===== config.mk =====
export PLATFORM = sky130hd
export DESIGN_NAME = class_belief_fusion_core
export DESIGN_NICKNAME = d
export VERILOG_FILES = /design/src/hdl/cbf_pkg.sv /design/src/hdl/class_belief_fusion_core.sv
export SDC_FILE = /design/constraint.sdc
export NUM_CORES = 2
export LEC_CHECK = 0
export BUFFER_PORTS_ARGS = -buffer_cell sky130_fd_sc_hd__clkbuf_2
export CAP_MARGIN = 10
export CORE_MARGIN = 2
export CORE_UTILIZATION = 40
export CTS_CLUSTER_DIAMETER = 30
export DETAILED_ROUTE_END_ITERATION = 8
export SLEW_MARGIN = 20
export SYNTH_ARGS = -nofsm -noshare
export SYNTH_HDL_FRONTEND = slang
export SYNTH_SLANG_ARGS = --single-unit

===== constraint.sdc =====
create_clock -name clk -period 9.3 [get_ports clk]
set_clock_uncertainty 0.15 [all_clocks]
set_input_delay 1.86 -clock clk [delete_from_list [all_inputs] [get_ports clk]]
set_output_delay 1.86 -clock clk [all_outputs]
set_load 0.03 [all_outputs]

===== src/hdl/cbf_pkg.sv =====
`timescale 1ns / 1ps
`default_nettype none

package cbf_pkg;

  localparam int FRAC_BITS = 16;
  localparam int SCORE_W   = FRAC_BITS + 1;
  localparam int LABEL_W   = 4;
  localparam int SRC_W     = 2;
  localparam int CFG_IDX_W = 4;

  localparam logic [SCORE_W-1:0] ONE = SCORE_W'(1 << FRAC_BITS);

  localparam logic [SCORE_W-1:0] SCORE_CAP_RESET      = SCORE_W'(64225);
  localparam logic [SCORE_W-1:0] NONIMAGE_RATIO_RESET = SCORE_W'(32768);

  localparam logic [SRC_W-1:0] IMAGE_SOURCE = SRC_W'(1);

  localparam logic KIND_START = 1'b0;
  localparam logic KIND_FUSE  = 1'b1;

  localparam logic [CFG_IDX_W-1:0] REG_SCORE_CAP      = CFG_IDX_W'(0);
  localparam logic [CFG_IDX_W-1:0] REG_NONIMAGE_RATIO = CFG_IDX_W'(1);

  typedef struct packed {
    logic               kind;
    logic [LABEL_W-1:0] detection_label;
    logic [SCORE_W-1:0] detection_score;
    logic [SRC_W-1:0]   sensor_source;
  } det_t;

  typedef struct packed {
    logic [LABEL_W-1:0] fused_label;
    logic [SCORE_W-1:0] fused_score;
    logic               zero_total;
  } res_t;

  typedef enum logic [3:0] {
    ST_IDLE,
    ST_START,
    ST_SCALE,
    ST_SCALE_SAT,
    ST_SUM_MUL,
    ST_SUM_ACC,
    ST_CHECK,
    ST_DIV_MUL,
    ST_DIV_STEP,
    ST_DIV_ROUND,
    ST_FINISH,
    ST_DONE
  } state_t;

endpackage

`default_nettype wire


===== src/hdl/class_belief_fusion_core.sv =====
// Class belief fusion: keeps one Q1.16 belief mass per object class and
// combines detections into it by the normalized product rule.
// Channels: det (request in, det_valid/det_stall), fused (result out,
// fused_valid/fused_stall), cfg (register writes, cfg_valid/cfg_ready,
// always ready). Each det request yields exactly one fused result.
// A fuse request uses one shared 17x17 multiplier that sweeps the classes
// twice, first to form the product sum, then to recompute each product and
// feed a restoring divider that retires one quotient bit per cycle. A fuse
// whose product sum is zero ends after the first sweep.
// det_stall is high while a request is in work; it drops as the result
// loads into the output register, so the block takes no new request before
// it is through with the last one. If the receiver stalls, that result
// holds and a following result waits inside the block.
// Reset (rst, synchronous) clears all masses to zero, loads the register
// defaults and drops fused_valid.
`timescale 1ns / 1ps
`default_nettype none

module class_belief_fusion_core #(
  parameter int NUM_CLASSES = 12
) (
  input  wire logic                           clk,
  input  wire logic                           rst,
  input  wire logic                           det_valid,
  output logic                                det_stall,
  input  wire cbf_pkg::det_t                  det,
  output logic                                fused_valid,
  input  wire logic                           fused_stall,
  output cbf_pkg::res_t                       fused,
  input  wire logic                           cfg_valid,
  output logic                                cfg_ready,
  input  wire logic [cbf_pkg::CFG_IDX_W-1:0]  cfg_index,
  input  wire logic [cbf_pkg::SCORE_W-1:0]    cfg_data
);

  localparam int SW      = cbf_pkg::SCORE_W;
  localparam int FB      = cbf_pkg::FRAC_BITS;
  localparam int IDX_W   = $clog2(NUM_CLASSES);
  localparam int PROD_W  = 2 * SW;
  localparam int SUM_W   = PROD_W + $clog2(NUM_CLASSES);
  localparam int STEP_W  = $clog2(FB + 1);
  localparam int SCL_W   = PROD_W - FB + 1;
  localparam logic [IDX_W-1:0]  LAST_IDX  = IDX_W'(NUM_CLASSES - 1);
  localparam logic [STEP_W-1:0] LAST_STEP = STEP_W'(FB);
  localparam logic [PROD_W:0]   HALF      = (PROD_W + 1)'(1 << (FB - 1));

  cbf_pkg::state_t state, state_next;

  logic [SW-1:0]     score_cap;
  logic [SW-1:0]     nonimage_ratio;
  logic [SW-1:0]     class_mass [NUM_CLASSES];

  cbf_pkg::det_t     det_q;
  cbf_pkg::res_t     result;
  logic [SW-1:0]     s_q;
  logic [PROD_W-1:0] mul_q;
  logic [SUM_W-1:0]  sum;
  logic [SUM_W-1:0]  rem;
  logic [SW-1:0]     quot;
  logic [STEP_W-1:0] step;
  logic [IDX_W-1:0]  idx;
  logic [IDX_W-1:0]  best_idx;
  logic [SW-1:0]     best_mass;

  logic [SW-1:0]     mass_cur;
  logic              lbl_hit;
  logic [SW-1:0]     vec_cur;
  logic [SW-1:0]     mul_a, mul_b;
  logic [PROD_W:0]   rnd;
  logic [SCL_W-1:0]  s_raw;
  logic [SW-1:0]     s_fuse;
  logic [SW-1:0]     s_min;
  logic [SW-1:0]     s_start;
  logic [SUM_W:0]    trial;
  logic              div_ge;
  logic [SUM_W-1:0]  rem_next;
  logic              round_up;
  logic [SW-1:0]     q_final;
  logic              load_out;
  logic [cbf_pkg::LABEL_W-1:0] start_label;

  assign cfg_ready = 1'b1;
  assign det_stall = (state != cbf_pkg::ST_IDLE);

  // datapath
  always_comb begin
    mass_cur = class_mass[idx];
    lbl_hit  = (int'(det_q.detection_label) == int'(idx));
    vec_cur  = lbl_hit ? cbf_pkg::ONE : cbf_pkg::ONE - s_q;

    if (state == cbf_pkg::ST_SCALE) begin
      mul_a = det_q.detection_score;
      mul_b = nonimage_ratio;
    end else begin
      mul_a = mass_cur;
      mul_b = vec_cur;
    end

    rnd   = {1'b0, mul_q} + HALF;
    s_raw = (det_q.sensor_source == cbf_pkg::IMAGE_SOURCE) ?
            SCL_W'(det_q.detection_score) : rnd[PROD_W:FB];
    s_fuse = (s_raw > SCL_W'(cbf_pkg::ONE)) ? cbf_pkg::ONE : s_raw[SW-1:0];

    s_min   = (det_q.detection_score < score_cap) ? det_q.detection_score : score_cap;
    s_start = (s_min > cbf_pkg::ONE) ? cbf_pkg::ONE : s_min;
    start_label = (int'(det_q.detection_label) < NUM_CLASSES) ?
                  det_q.detection_label : cbf_pkg::LABEL_W'(NUM_CLASSES);

    trial    = (step == '0) ? {1'b0, SUM_W'(mul_q)} : {rem, 1'b0};
    div_ge   = (trial >= {1'b0, sum});
    rem_next = div_ge ? SUM_W'(trial - {1'b0, sum}) : SUM_W'(trial);
    round_up = ({rem, 1'b0} >= {1'b0, sum});
    q_final  = quot + SW'(round_up);

    load_out = (state == cbf_pkg::ST_DONE) && (!fused_valid || !fused_stall);
  end

  // sequencer
  always_comb begin
    state_next = state;
    case (state)
      cbf_pkg::ST_IDLE: begin
        if (det_valid) begin
          state_next = (det.kind == cbf_pkg::KIND_START) ? cbf_pkg::ST_START
                                                          : cbf_pkg::ST_SCALE;
        end
      end
      cbf_pkg::ST_START:     state_next = cbf_pkg::ST_DONE;
      cbf_pkg::ST_SCALE:     state_next = cbf_pkg::ST_SCALE_SAT;
      cbf_pkg::ST_SCALE_SAT: state_next = cbf_pkg::ST_SUM_MUL;
      cbf_pkg::ST_SUM_MUL:   state_next = cbf_pkg::ST_SUM_ACC;
      cbf_pkg::ST_SUM_ACC: begin
        state_next = (idx == LAST_IDX) ? cbf_pkg::ST_CHECK : cbf_pkg::ST_SUM_MUL;
      end
      cbf_pkg::ST_CHECK: begin
        state_next = (sum == '0) ? cbf_pkg::ST_DONE : cbf_pkg::ST_DIV_MUL;
      end
      cbf_pkg::ST_DIV_MUL:   state_next = cbf_pkg::ST_DIV_STEP;
      cbf_pkg::ST_DIV_STEP: begin
        if (step == LAST_STEP) state_next = cbf_pkg::ST_DIV_ROUND;
      end
      cbf_pkg::ST_DIV_ROUND: begin
        state_next = (idx == LAST_IDX) ? cbf_pkg::ST_FINISH : cbf_pkg::ST_DIV_MUL;
      end
      cbf_pkg::ST_FINISH:    state_next = cbf_pkg::ST_DONE;
      cbf_pkg::ST_DONE: begin
        if (load_out) state_next = cbf_pkg::ST_IDLE;
      end
      default:               state_next = cbf_pkg::ST_IDLE;
    endcase
  end

  always_ff @(posedge clk) begin
    if (rst) begin
      state <= cbf_pkg::ST_IDLE;
    end else begin
      state <= state_next;
    end
  end

  always_ff @(posedge clk) begin
    if (rst) begin
      score_cap      <= cbf_pkg::SCORE_CAP_RESET;
      nonimage_ratio <= cbf_pkg::NONIMAGE_RATIO_RESET;
    end else if (cfg_valid) begin
      case (cfg_index)
        cbf_pkg::REG_SCORE_CAP:      score_cap      <= cfg_data;
        cbf_pkg::REG_NONIMAGE_RATIO: nonimage_ratio <= cfg_data;
        default: ;
      endcase
    end
  end

  // shared multiplier, registered
  always_ff @(posedge clk) begin
    mul_q <= mul_a * mul_b;
  end

  always_ff @(posedge clk) begin
    case (state)
      cbf_pkg::ST_IDLE: begin
        if (det_valid) det_q <= det;
      end
      cbf_pkg::ST_START: begin
        result <= '{fused_label: start_label, fused_score: s_start, zero_total: 1'b0};
      end
      cbf_pkg::ST_SCALE_SAT: begin
        s_q       <= s_fuse;
        idx       <= '0;
        sum       <= '0;
        best_idx  <= '0;
        best_mass <= '0;
      end
      cbf_pkg::ST_SUM_ACC: begin
        sum <= sum + SUM_W'(mul_q);
        if (mass_cur > best_mass) begin
          best_idx  <= idx;
          best_mass <= mass_cur;
        end
        idx <= idx + IDX_W'(1);
      end
      cbf_pkg::ST_CHECK: begin
        result <= '{fused_label: cbf_pkg::LABEL_W'(best_idx), fused_score: best_mass,
                    zero_total: 1'b1};
        idx       <= '0;
        best_idx  <= '0;
        best_mass <= '0;
      end
      cbf_pkg::ST_DIV_MUL: begin
        step <= '0;
      end
      cbf_pkg::ST_DIV_STEP: begin
        rem  <= rem_next;
        quot <= {quot[SW-2:0], div_ge};
        step <= step + STEP_W'(1);
      end
      cbf_pkg::ST_DIV_ROUND: begin
        if (q_final > best_mass) begin
          best_idx  <= idx;
          best_mass <= q_final;
        end
        idx <= idx + IDX_W'(1);
      end
      cbf_pkg::ST_FINISH: begin
        result <= '{fused_label: cbf_pkg::LABEL_W'(best_idx),
                    fused_score: (best_mass >= cbf_pkg::ONE) ? score_cap : best_mass,
                    zero_total: 1'b0};
      end
      default: ;
    endcase
  end

  always_ff @(posedge clk) begin
    if (rst) begin
      for (int i = 0; i < NUM_CLASSES; i++) begin
        class_mass[i] <= '0;
      end
    end else begin
      case (state)
        cbf_pkg::ST_START: begin
          for (int i = 0; i < NUM_CLASSES; i++) begin
            class_mass[i] <= (int'(det_q.detection_label) == i) ? cbf_pkg::ONE
                                                                : cbf_pkg::ONE - s_start;
          end
        end
        cbf_pkg::ST_DIV_ROUND: begin
          class_mass[idx] <= q_final;
        end
        cbf_pkg::ST_FINISH: begin
          if (best_mass >= cbf_pkg::ONE) class_mass[best_idx] <= score_cap;
        end
        default: ;
      endcase
    end
  end

  always_ff @(posedge clk) begin
    if (rst) begin
      fused_valid <= 1'b0;
    end else if (load_out) begin
      fused_valid <= 1'b1;
    end else if (!fused_stall) begin
      fused_valid <= 1'b0;
    end
  end

  always_ff @(posedge clk) begin
    if (load_out) fused <= result;
  end

endmodule

`default_nettype wire


---- After elaboration in Yosys (flattened, before gate mapping) ----
Memory sizes are Yosys's and may differ from the RTL's. A register that Yosys moved wholly into a read port is not among the register bits.
Index checks and enable logic that the tools add are counted.
storage, ports and cells
  output and inout port bits .............. 25
  register bits after elaboration ......... 280
  memory bits (writable) .................. 204
  logic and storage cells ................. 184
  memories kept ........................... 1
  bits of input ports ..................... 50
operators by class
  reductions and logical operators ........ 25
  muxes and demuxes ....................... 73
  equal/unequal tests ..................... 33
  order comparisons ....................... 9
  $add $sub $neg .......................... 8
  multiply operators ...................... 1
  bitwise gates (word level) .............. 12
memory list
  name        words  bits a word  rd ports  clocked after Yosys merged registers in  wr ports  line                            RTL
  class_mass  12     17           1         1                                        12        class_belief_fusion_core.sv:51  logic [SW-1:0] class_mass [NUM_CLASSES];
operator list
  cell                                                        count
  2-to-1 mux 17 bit                                           34
  greater-or-equal comparator 39 x 38 -> 1 bit                2
  one-hot mux 38 bit (2 select lines)                         1
  one-hot mux 22 bit (3 select lines)                         1
  == test 4 bit (second input constant)                       13
  one-hot mux 17 bit (3 select lines)                         1
  2-to-1 mux 4 bit                                            11
  one-hot mux 4 bit (11 select lines)                         1
  2-to-1 mux 39 bit                                           1
  adder 38 x 34 -> 38 bit                                     1
  logical NOT 38 bit                                          1
  2-to-1 mux 38 bit                                           1
  subtractor 38 bit                                           1
  adder 34 x 16 -> 35 bit (second input constant)             1
  > comparator 17 bit                                         2
  multiplier 17 x 17 -> 34 bit                                1
  OR reduction 17 bit                                         2
  subtractor 17 bit (first input constant)                    2
  == test 4 x 3 -> 1 bit (second input constant)              6
  > comparator 19 x 17 -> 1 bit (second input constant)       1
  2-to-1 mux 19 bit                                           1
  adder 17 x 1 -> 17 bit                                      1
  greater-or-equal comparator 17 bit (second input constant)  1
  > comparator 17 bit (second input constant)                 1
  28 further kinds                                            73

---- Logic depth before layout (Yosys ltp) ----
  depth in word-level cells ............... 9
  depth in mapped cells ................... 30
  gate-level depth less buffers ........... 29

---- Worst setup path after synthesis ----
No wires, ideal clock.
  path type ............................... register to register
  start point ............................. register with a tool-made name
  end point ............................... register mul_q[33]
  setup slack ............................. 1.218 ns
  required time ........................... 9.078 ns
  path buffers ............................ 3
  clock period less this slack ............ 8.082 ns
  data arrival time ....................... 7.860 ns
  setup time .............................. 0.072 ns
  stages on the path, launching flop included .. 26
  path through ............................ dfxtp_1 -> clkbuf_1 -> buf_2 -> buf_2 -> mux4_2 -> mux4_2 -> mux2i_1 -> nor2_1 -> fa_1 -> fa_1 -> fa_1 -> fa_1 -> fa_1 -> inv_1 -> fa_1 -> inv_1 -> ha_1 -> a21o_1 -> a311o_1 -> o21ai_0 -> o211a_1 -> a21o_1 -> o2111ai_1 -> a31o_2 -> a21oi_1 -> xnor2_1
RTL lines
  what                  line                             RTL
  end signal, assigned  class_belief_fusion_core.sv:176  mul_q <= mul_a * mul_b;
  end, declared         class_belief_fusion_core.sv:56   logic [PROD_W-1:0] mul_q;

---- Worst setup path in the final report ----
  start point ............................. register state[0]
  end point ............................... register mul_q[33]
between the ends
  cells in the longest elaborated chain, start to end .. 3
  elaborated cells on any way between the ends .. 4
  those cells by class .................... mul (1); eq/ne (1); mux (2)
RTL lines
  what                            line                             RTL
  start, declared                 class_belief_fusion_core.sv:47   cbf_pkg::state_t state, state_next;
  start signal, assigned          class_belief_fusion_core.sv:155  state <= cbf_pkg::ST_IDLE;
  start signal, assigned          class_belief_fusion_core.sv:157  state <= state_next;
  == test 4 x 2 -> 1 bit *        class_belief_fusion_core.sv:91   if (state == cbf_pkg::ST_SCALE) begin
  2-to-1 mux 17 bit               class_belief_fusion_core.sv:91
  multiplier 17 x 17 -> 34 bit *  class_belief_fusion_core.sv:176
Mark *: on every way between the ends. The rest lies on a longest branch, timed or not.
A chain may end at the register's enable or synchronous reset.

==> qor.log <==
INFO  run_status     status=complete, no violations
INFO  timing         worst-slew-pin-transition=1200ps
INFO  synth          yosysTopAreaCell=edfxtp_1
INFO  global_route   largest_net_degree_at_the_start_of_global_routing=69
INFO  route          drt_first_pass_iters=6
INFO  route          drc=0
INFO  timing         maxSlewViolCount=0
INFO  timing         fin_crit_sh=0.943
INFO  synth          synth_edf_count=479
INFO  timing         achievable-frequency=0.114GHz
INFO  clocking       clock_tree.buffer_depth=3
INFO  synth          ys_seq_elements=556
INFO  global_route   globalRouteOverflowTotal=0
INFO  die            rows=117
INFO  synth          synth_async_sr_flop_share=0
INFO  synth          yosys.cell_types.count=86
INFO  clocking       postCtsHoldBufs=0
INFO  worst_setup_path setup.worst_path.class=reg -> reg
INFO  die            start_util=0.401
INFO  route          via_count=31,800
INFO  finish         finalInstanceArea=0.0474mm^2
INFO  clocking       cts-root-buf=clkbuf_16
INFO  route          drt_wl_total=134,000um
INFO  clocking       clock_tree.htree_level_count=4
INFO  timing         final.min_clock_period=8770ps
INFO  global_route   antenna_found_initial=1
INFO  worst_setup_path worst-endpoint-arrival=9210ps
INFO  route          post_drt_wl_per_cell=24.3um
INFO  timing         final-hold-violation-count=0
INFO  route          post_drt_via_cell_ratio=5.77
INFO  timing         timing.final.setup_violations=0
INFO  clocking       post_cts.resized_instances=0
INFO  synth          syn-mean-instance-area=10.4um^2
INFO  finish         finalNetCount=4,581
INFO  die            core_area=0.101mm^2
INFO  placement      place_congestion=0.965
INFO  die            design.portCount=75
INFO  worst_setup_path required=9740ps
INFO  min_path       hold_class=reg -> reg
INFO  worst_setup_path element_type_at_the_critical_path_end=register
INFO  global_route   gr_usage_total=0.258
INFO  worst_setup_path worst_setup_path_start_kind=register
INFO  die            floorplan.die.height=323um
INFO  global_route   via_count_of_the_first_global_routing_pass=32,000
INFO  clocking       clk_pin_slew_worst_paths=50ps
INFO  flow_run       timing.max_cap.violations=0
INFO  timing         totalNegativeSetupSlack=0ps
INFO  finish         drive_above_1_share=0.132
INFO  synth          synth.net_count=4,471
INFO  synth          synth.cells.most_frequent=edfxtp_1 (479), nand2_1 (457), inv_1 (422), ha_1 (275), nor2_1 (246)
INFO  synth          mappedNetlistArea=0.0407mm^2
INFO  synth          netlist_instances=3,920
INFO  synth          yosysWarningCount=0
INFO  global_route   grt_pass1_wl=201,000um
INFO  clocking       numClockSinks=556
INFO  die            fp.dieArea=0.104mm^2
INFO  clocking       insertion_delay=730ps
INFO  timing         relSlewSlack=0.196
INFO  synth          yosys-top-cells-area=edfxtp_1 (35%), fa_1 (11%), ha_1 (8.4%)
INFO  route          antenna_left=0
INFO  clocking       num_cts_buffers=135
INFO  route          drtIter0Drc=3,223
INFO  synth          synth_sequential_area_ratio=0.391
INFO  placement      hpwl_after_detailed_placement=99,000um
INFO  finish         area.growth.synth_to_final=16.5%
INFO  die            horizontal_die_dimension=323um
INFO  placement      buffer_ports.inserted=73
INFO  synth          dominantRegCellSynth=edfxtp_1
INFO  placement      place_area=0.0429mm^2
INFO  synth          synth_most_common_cell=edfxtp_1
INFO  timing         grt_setup_unrepaired=no
INFO  clocking       postCtsSetupRepairBufs=0
INFO  worst_setup_path worst-path-max-fanout=17
INFO  synth          yosys_top_cell_area_share=0.353
INFO  clocking       cts_tree=yes
==> placed cells by master, fill, tap and decap left out, types with 35 or more instances in the layout <==
| master | count |
|---|---|
| mux4_2 | 85 |
| a21o_1 | 66 |
| xnor2_1 | 86 |
| nor2b_1 | 36 |
| nor3_1 | 52 |
| nand3_1 | 67 |
| mux2_2 | 35 |
| and2_1 | 58 |
| ha_1 | 275 |
| o21ai_0 | 135 |
| a21oi_1 | 158 |
| edfxtp_1 | 479 |
| nand2b_1 | 47 |
| xor2_1 | 52 |
| nand2_1 | 457 |
| buf_4 | 101 |
| fa_1 | 226 |
| o22ai_1 | 185 |
| clkbuf_16 | 137 |
| nor2_1 | 244 |
| inv_1 | 421 |
| clkbuf_2 | 73 |
| dfxtp_1 | 75 |
==> cells by family (layout without fill, tap and decap cells) <==
group	count (synthesis)	in the layout	share of synthesized area
other cells	1	2	0.0000921
fa+ha+maj	501	501	0.196
buf+inv	627	848	0.0596
mux	154	154	0.0651
flops	556	556	0.391
xor+xnor	138	138	0.0297
simple gates	1114	1114	0.126
compound gates	829	829	0.133
==> registers in the layout (all words and copies together), names as in the netlist, 22 cells and up, named ones only <==
| name | cells |
|---|---|
| sum | 38 |
| fused | 22 |
| mul_q | 34 |
| class_mass | 272 |
| rem | 38 |
| det_q | 23 |
| result | 22 |
==> worst max-delay path, stage by stage, from the launching register on <==
cell	delay, ps
dfxtp_1	640
nand2b_1	340
nor3_2	90
a41oi_2	790
buf_4	290
a22o_1	450
nand2_1	150
fa_1	560
inv_1	50
fa_1	510
inv_1	70
fa_1	430
fa_1	540
inv_1	50
fa_1	500
inv_1	60
fa_1	530
inv_1	40
ha_1	370
a21o_1	220
a311o_1	390
o21ai_0	190
o211a_1	220
a21o_1	260
o2111ai_1	220
a31o_2	280
a21oi_1	170
xnor2_1	80
==> final cells by class <==
cell class | count | area [um^2]
fillers | 9345 | 54000
multi-input cells | 2737 | 22500
flip-flops and latches | 556 | 15900
clock buffers | 167 | 3640
well taps | 1368 | 1710
inverters | 423 | 1590
repair buffers | 177 | 1180
clock inverters | 81 | 895
diodes | 1 | 2.50
==> worst paths after layout <==
kind	start	to	slack, ps	cells after the start
worst min-delay path	result[4]$_DFFE_PP_	fused[4]$_DFFE_PP_	260	0
worst min register to register	result[4]$_DFFE_PP_	fused[4]$_DFFE_PP_	260	0
worst max-delay path	state[0]$_SDFFE_PP0P_	mul_q[33]$_DFF_P_	530	27
worst max register to register	state[0]$_SDFFE_PP0P_	mul_q[33]$_DFF_P_	530	27
==> per-stage QoR <==
step	hold slack, ps	instances	util	worst slack [ps]
2_1_floorplan	250	3920	-	1220
3_3_place_gp	253	5261	0.423	743
3_5_place_dp	256	5261	0.423	659
4_1_cts	261	5509	0.467	618
5_1_grt	274	5510	0.468	154
6_report	261	5510	0.468	534
==> per-layer routing <==
layer / routed length, um / GRT usage
met5: 0 / 0
met4: 6520 / 0.122
met3: 11800 / 0.0545
met2: 61500 / 0.417
met1: 53800 / 0.332
Power is not shown: default switching activity piles up to over one toggle a cycle in this logic, so the estimate is an artifact.
